===== config.mk =====
export PLATFORM = sky130hd
export DESIGN_NAME = sid_divider
export DESIGN_NICKNAME = d
export VERILOG_FILES = /design/src/rtl/sid_pkg.sv /design/src/rtl/sid_div_stage.sv /design/src/rtl/sid_divider.sv
export SDC_FILE = /design/constraint.sdc
export NUM_CORES = 2
export LEC_CHECK = 0
export BUFFER_PORTS_ARGS = -buffer_cell sky130_fd_sc_hd__buf_4
export CAP_MARGIN = 30
export CORE_ASPECT_RATIO = 1.5
export CORE_UTILIZATION = 41
export DETAILED_ROUTE_END_ITERATION = 10
export MAX_ROUTING_LAYER = met4
export PLACE_DENSITY_LB_ADDON = 0.08
export SLEW_MARGIN = 10
export SYNTH_ARGS = -nofsm -noshare
export SYNTH_HDL_FRONTEND = slang
export SYNTH_SLANG_ARGS = --single-unit

===== constraint.sdc =====
create_clock -name clk -period 4.4 [get_ports clk]
set_input_delay 1.1 -clock clk [delete_from_list [all_inputs] [get_ports clk]]
set_output_delay 1.1 -clock clk [all_outputs]
set_load 0.05 [all_outputs]

===== src/rtl/sid_pkg.sv =====
// ============================================================================
// sid_pkg: shared types and helpers for the 2d segment intersection core
// Coordinate format, derived arithmetic widths, channel structs and the
// small helper functions used by the pipeline stages.
// ============================================================================
`default_nettype none

package sid_pkg;

  // coordinate width, signed two's complement with 4 fraction bits
  localparam int COORD_BITS = 16;
  // end point differences
  localparam int DIFF_BITS  = COORD_BITS + 1;
  // product of two differences
  localparam int PROD2_BITS = 2 * DIFF_BITS;
  // cross products (difference of two products)
  localparam int CROSS_BITS = 2 * DIFF_BITS + 1;
  // magnitude of a cross product
  localparam int MAG_BITS   = 2 * COORD_BITS + 2;
  // magnitude of numerator times direction component
  localparam int PROD_BITS  = MAG_BITS + COORD_BITS;
  // quotient bits kept before clamping; anything larger saturates the point
  localparam int QUO_BITS   = COORD_BITS + 1;
  // final sum of start point and signed quotient
  localparam int SUM_BITS   = COORD_BITS + 3;
  // latencies
  localparam int SETUP_LAT  = 5;
  localparam int DIV_LAT    = QUO_BITS + 1;
  localparam int PIPE_LAT   = SETUP_LAT + DIV_LAT + 1;

  typedef logic signed [COORD_BITS-1:0] coord_t;
  typedef logic signed [DIFF_BITS-1:0]  diff_t;
  typedef logic signed [PROD2_BITS-1:0] prod2_t;
  typedef logic signed [CROSS_BITS-1:0] cross_t;

  localparam coord_t COORD_MAX = {1'b0, {(COORD_BITS-1){1'b1}}};
  localparam coord_t COORD_MIN = {1'b1, {(COORD_BITS-1){1'b0}}};

  // request payload
  typedef struct packed {
    coord_t a_start_x;
    coord_t a_start_y;
    coord_t a_end_x;
    coord_t a_end_y;
    coord_t b_start_x;
    coord_t b_start_y;
    coord_t b_end_x;
    coord_t b_end_y;
  } in_t;

  // result payload
  typedef struct packed {
    logic   hit;
    logic   parallel;
    coord_t cross_x;
    coord_t cross_y;
  } out_t;

  // setup pipeline to divider and side path
  typedef struct packed {
    logic                 valid;
    logic                 hit;
    logic                 parallel;
    logic                 neg_x;
    logic                 neg_y;
    coord_t               p0x;
    coord_t               p0y;
    logic [PROD_BITS-1:0] prod_x;
    logic [PROD_BITS-1:0] prod_y;
    logic [MAG_BITS-1:0]  den_mag;
  } front_t;

  // per-request data that bypasses the dividers
  typedef struct packed {
    logic   valid;
    logic   hit;
    logic   parallel;
    logic   neg_x;
    logic   neg_y;
    coord_t p0x;
    coord_t p0y;
  } side_t;

  // divider input
  typedef struct packed {
    logic                 valid;
    logic [PROD_BITS-1:0] num;
    logic [MAG_BITS-1:0]  den;
  } div_in_t;

  // one stage of the restoring divider
  typedef struct packed {
    logic                valid;
    logic                ovf;
    logic [MAG_BITS-1:0] rem;
    logic [MAG_BITS-1:0] den;
    logic [QUO_BITS-1:0] lo;
    logic [QUO_BITS-1:0] quo;
  } div_stage_t;

  // divider result
  typedef struct packed {
    logic                valid;
    logic                ovf;
    logic [QUO_BITS-1:0] quo;
  } div_out_t;

  // sign extend a coordinate to difference width
  function automatic diff_t sx_diff(input coord_t v);
    return {v[COORD_BITS-1], v};
  endfunction

  // sign extend a product to cross product width
  function automatic cross_t sx_cross(input prod2_t v);
    return {v[PROD2_BITS-1], v};
  endfunction

  // magnitude of a cross product
  function automatic logic [MAG_BITS-1:0] cross_mag(input cross_t v);
    cross_t n;
    n = -v;
    return v[CROSS_BITS-1] ? n[MAG_BITS-1:0] : v[MAG_BITS-1:0];
  endfunction

  // magnitude of a difference
  function automatic logic [COORD_BITS-1:0] diff_mag(input diff_t v);
    diff_t n;
    n = -v;
    return v[DIFF_BITS-1] ? n[COORD_BITS-1:0] : v[COORD_BITS-1:0];
  endfunction

  // num / den within [0,1], ends included, by comparison without a division
  function automatic logic in_unit(input cross_t num, input cross_t den);
    logic r;
    if (den > 0) begin
      r = (num >= 0) && (num <= den);
    end else begin
      r = (num <= 0) && (num >= den);
    end
    return r;
  endfunction

endpackage

`default_nettype wire


===== src/rtl/sid_div_stage.sv =====
// ============================================================================
// sid_div_stage: one step of the pipelined restoring divider
// Brings in the next numerator bit, subtracts the divisor when it fits
// and appends one quotient bit.
// ============================================================================
`default_nettype none

module sid_div_stage
  import sid_pkg::*;
(
  input  wire logic       clk,
  input  wire logic       rst_n,
  input  wire div_stage_t stg_in,
  output div_stage_t      stg_out
);

  logic [MAG_BITS:0]   trial;
  logic [MAG_BITS+1:0] diff;
  logic                take;
  div_stage_t          stg_nxt;
  div_stage_t          stg_r;

  // trial subtraction
  always_comb begin
    trial = {stg_in.rem, stg_in.lo[QUO_BITS-1]};
    diff  = {1'b0, trial} - {2'b00, stg_in.den};
    take  = !diff[MAG_BITS+1];
  end

  // next remainder and quotient
  always_comb begin
    stg_nxt       = stg_in;
    stg_nxt.rem   = take ? diff[MAG_BITS-1:0] : trial[MAG_BITS-1:0];
    stg_nxt.lo    = {stg_in.lo[QUO_BITS-2:0], 1'b0};
    stg_nxt.quo   = {stg_in.quo[QUO_BITS-2:0], take};
  end

  // valid bit
  always_ff @(posedge clk) begin
    if (!rst_n) begin
      stg_r.valid <= 1'b0;
    end else begin
      stg_r.valid <= stg_in.valid;
    end
  end

  // payload
  always_ff @(posedge clk) begin
    stg_r.ovf <= stg_nxt.ovf;
    stg_r.rem <= stg_nxt.rem;
    stg_r.den <= stg_nxt.den;
    stg_r.lo  <= stg_nxt.lo;
    stg_r.quo <= stg_nxt.quo;
  end

  assign stg_out = stg_r;

endmodule

`default_nettype wire


===== src/rtl/sid_divider.sv =====
// ============================================================================
// sid_divider: pipelined unsigned divider with overflow clamp
// A setup stage flags quotients too large for the kept quotient bits and
// loads the upper numerator bits; one stage per kept quotient bit follows.
// ============================================================================
`default_nettype none

module sid_divider
  import sid_pkg::*;
(
  input  wire logic    clk,
  input  wire logic    rst_n,
  input  wire div_in_t div_in,
  output div_out_t     div_out
);

  div_stage_t setup_r;
  div_stage_t chain [QUO_BITS+1];

  // setup valid bit
  always_ff @(posedge clk) begin
    if (!rst_n) begin
      setup_r.valid <= 1'b0;
    end else begin
      setup_r.valid <= div_in.valid;
    end
  end

  // overflow check and initial remainder
  always_ff @(posedge clk) begin
    setup_r.ovf <= ({1'b0, div_in.num} >= {div_in.den, {QUO_BITS{1'b0}}});
    setup_r.rem <= {1'b0, div_in.num[PROD_BITS-1:QUO_BITS]};
    setup_r.den <= div_in.den;
    setup_r.lo  <= div_in.num[QUO_BITS-1:0];
    setup_r.quo <= '0;
  end

  assign chain[0] = setup_r;

  // one stage per quotient bit
  for (genvar i = 0; i < QUO_BITS; i++) begin : g_step
    sid_div_stage u_step (
      .clk     (clk),
      .rst_n   (rst_n),
      .stg_in  (chain[i]),
      .stg_out (chain[i+1])
    );
  end

  assign div_out.valid = chain[QUO_BITS].valid;
  assign div_out.ovf   = chain[QUO_BITS].ovf;
  assign div_out.quo   = chain[QUO_BITS].quo;

endmodule

`default_nettype wire


==> out/results.txt <==
The biggest area contributor in the post-synthesis netlist is dfxtp_1. A synthesized cell averages 9.63 µm². Synthesis inferred 1,497 register bits.

The start-to-end type of the worst setup path is register to register. The sort of element at the start of the critical path was a register. The largest fanout of any net on the critical path came out at 3. The largest net degree at the start of global routing is 61, and the cell count after synthesis is 6,812. The netlist area before placement is 65,600 µm². The startpoint identified for the worst hold timing path is g_step[4].u_step.stg_out[29]. The adder and majority cell fraction of the synthesized area came out at 12.1%. In the global route stage, overall resource usage came out at 17.9%.

The number of standard-cell rows in the floorplan is 179, and the fmax is 0.240 GHz. The logs give 0 for the number of buffers inserted to repair setup after CTS and 0 for the remaining antenna violation count after routing. Measured in cells, the most critical reg-to-reg path has a length of 15.

At the later pin of the worst-skew pair, clock insertion delay measures 0.80 ns. The number of hold-slack violations in the final timing report is 0, and the post-detailed-route via-to-cell ratio is 5.00. The y dimension of the die is 492 µm, and the half-perimeter wire length after detailed placement is 111,000 µm. The measured slew at the worst slew-check pin is 0.967 ns, and the initial antenna violation count is 2. For the worst supply voltage drop on vdd, the log shows 316 µV. The tightest min-delay check is of the register to register type.

The clock net sink count was 1,497. The share of Yosys cell area claimed by the top area cell type came out at 45.7%. Max-cap violations in this run came to 0.

TritonCTS built the clock tree. For the worst setup path, the data arrival time is 4.83 ns. By count the netlist is led by dfxtp_1 (1,497), inv_1 (748), a21oi_1 (633). The number of hold buffers added after CTS was 0. The cell family contributing the most delay on the critical path is compound AO/OA/AOI/OAI gates.

Clock-pin slew was measured on the worst setup and hold paths at 0.06 ns. Of the total synthesized cell area, the portion taken by XOR and XNOR cells is 6.05%. The number of search-and-repair iterations in the first detailed-routing pass is 8, and the area of the multi-input gates is 32,200 µm². The count of unresolved DRC violations after routing was 8; the instance area at placement was 69,400 µm². The fraction of synthesized area in multiplexers is 4.27%, and the net count of the finished layout is 7,752. The number of cells on the worst hold path was 0. In this run the deepest clock path goes through 3 buffers. Once the floorplan was initialized, standard cells occupied 41.3% of the core. The area growth from synthesis to layout is 13.9%. After the first detailed-routing iteration, the DRC count stood at 1,539.

In the synthesized netlist the async set-or-reset flop fraction comes to 0%. In this run the number of H-tree levels came out at 4. The largest single stage delay on the critical path is 0.44 ns.

Across the whole layout, storage elements account for 30,000 µm². The chip width was 329 µm. The final non-filler cell area is 74,700 µm². The number of global-route vias before repair is 49,000. In the finished design, the share of the clock period the worst path needs comes to 94.6%. Across the routed clock network, the largest skew measured is 0.0244 ns. The buffer and inverter count on the worst path is 2. The tools report the worst slew margin relative to its limit as 35.3%. For the required time at the endpoint of the critical path, the log shows 5.06 ns. The post-route netlist has 10.5% of its cells at a drive strength greater than 1. Among all cell types in the netlist, the one instantiated most often is dfxtp_1. The tools report the total global routing overflow as 0.

The worst register-to-register path begins at g_step[4].u_step.stg_out[33]. The signal on the critical path passes through inv_1 > ha_1 > inv_1 > fa_1 > a211oi_1 > o21bai_1 > a2111oi_4 > o31ai_1 > a31oi_1 > a31oi_1 > a311oi_2 > o21ai_1 > o31ai_1 > xnor2_1 > mux2_2. The final reports fail on DRC. Summing internal, switching and leakage power gives 61.6 mW. The area fraction in compound gates after synthesis is 16.9%, and the filler-free cell count of the finished design is 9,250. When the netlist entered floorplanning its net count stood at 7,525. For this design the top-level I/O count stands at 106. Ranked by total cell area, the synthesized netlist is headed by dfxtp_1 (46%), ha_1 (12%), a21oi_1 (4.8%).

The dominant combinational cell family by area after synthesis is compound AO/OA/AOI/OAI gates. The core region is 159,000 µm². Of the total synthesized cell area, the portion taken by AND, OR, NAND and NOR gates is 9.58%. The average wire per standard cell came out at 15.2 µm. The first global-routing pass estimated 228,000 µm of wire.

The post-route minimum period was 4.16 ns; the total CTS buffers was 152. The power density normalized to cell area works out to 824 nW/µm². The total of endpoints with negative setup slack in the final report was 0; the static leakage was 34.9 nW. The run gives 0 ns as the final setup TNS.

Setup repair after global routing left no endpoint under its margin. Among all flip-flop cells after synthesis, the most frequent one is dfxtp_1. The wire length after detailed routing came out at 141,000 µm.

The die covers 162,000 µm². At the end of routability-driven placement, the weighted congestion stood at 0.919. Of the synthesized area, sequential elements account for 45.7%. The number of different library cells used by synthesis comes to 93. STA classifies the critical path endpoint as a register. For this block, the via count after detailed routing is 46,300. The worst register-to-register path has a setup slack of 0.24 ns.

The cell sitting at the root of the clock tree is a clkbuf_16. The layout has 14,900 filler cells. Buffers placed on the I/O ports in this run total 105. During synthesis, Yosys emitted a total of 0 warnings. The worst hold path endpoint is g_step[5].u_step.stg_out[30]. The cell with the largest stage delay on the worst path is a2111oi_4. In this run, synthesis inferred 0 flip-flops with an integrated enable. In this run the critical register-to-register path is captured at g_step[5].u_step.stg_out[100]. Number of slew-limit violations in the final report: 0. The flow ran to the end, but the final reports show violations.

Including well taps, the total number of placed cells is 8,966.
[layout by cell type, fill, tap and decap left out, types with 54 or more instances in the layout]
cell type	n
nand2b_1	68
and3_1	57
o21ai_0	341
nor3_1	56
a211oi_1	55
dfxtp_1	1497
clkbuf_16	155
nand3_1	82
nor2b_1	86
a21o_1	302
xnor2_1	273
o21a_1	70
a31oi_1	54
mux2_2	223
nand2_1	347
buf_4	207
ha_1	610
a21oi_1	633
o21bai_1	60
inv_1	748
nand4_1	61
nor2_1	427
xor2_1	180
[worst register-to-register path, cell delays in order, from the launching register on]
cell,delay (ns)
dfxtp_1,0.30
inv_1,0.06
ha_1,0.17
inv_1,0.06
fa_1,0.42
a211oi_1,0.29
o21bai_1,0.18
a2111oi_4,0.44
o31ai_1,0.28
a31oi_1,0.39
a31oi_1,0.29
a311oi_2,0.43
o21ai_1,0.15
o31ai_1,0.26
xnor2_1,0.09
mux2_2,0.25
[sequential cells by signal (all words and copies together) (netlist names)]
signal / flops
chain: 86
g_step.u_step.stg_out: 1411
[per-stage QoR]
stage	setup WS, ns	hold slack (ns)	util, %
after floorplan	0.973	0.310	-
after global placement	-0.598	0.310	43.7
after detailed placement	-0.162	0.312	43.7
after CTS	0.00262	0.303	47.0
after global routing	0.0324	0.317	47.1
final	0.236	0.305	47.1
[how the worst max path moves through the flow]
stage	from	endpoint	depth (start not counted)
after floorplan	g_step[5].u_step.stg_out[33]	g_step[6].u_step.stg_out[98]	15
after global placement	div_in[3]	chain[1870]	9
after detailed placement	div_in[3]	chain[1870]	9
after CTS	g_step[4].u_step.stg_out[33]	g_step[5].u_step.stg_out[100]	15
after global routing	g_step[4].u_step.stg_out[33]	g_step[5].u_step.stg_out[100]	15
final	g_step[4].u_step.stg_out[33]	g_step[5].u_step.stg_out[100]	15
[final cells by class]
| cell class | instances | area share, % |
|---|---|---|
| multi-input cells | 4417 | 43.1 |
| flip-flops and latches | 1497 | 40.1 |
| clock buffers | 214 | 5.96 |
| inverters | 748 | 3.76 |
| well taps | 2081 | 3.48 |
| repair buffers | 223 | 2.51 |
| clock inverters | 63 | 1.05 |
| diodes | 7 | 0.0234 |
[repair_timing]
item | CTS | global route
setup endpoints to repair | 0 | 4
gates resized for setup | 0 | 3
hold endpoints to repair | 0 | 0
[cell families (layout without fill, tap and decap cells)]
family / count (synthesis) / in the layout
compound gates: 1766 / 1766
xor+xnor: 453 / 453
fa+ha+maj: 626 / 626
buf+inv: 898 / 1248
flops: 1497 / 1497
mux: 250 / 250
other cells: 0 / 7
simple gates: 1322 / 1322
[report_power, final]
part / total, mW / internal, mW / switching, mW
Clock: 13.3 / 7.82 / 5.44
Sequential: 19.2 / 17.5 / 1.72
Combinational: 29.2 / 13.5 / 15.6
[routing by layer]
metal	routed length, µm	vias up	track usage (%)
li1	-	23900	-
met1	46900	21300	14.0
met2	82700	586	37.5
met3	3170	432	2.24
met4	7740	0	10.6
met5	0	-	-
Note: power is estimated with default switching activity, not from simulation.
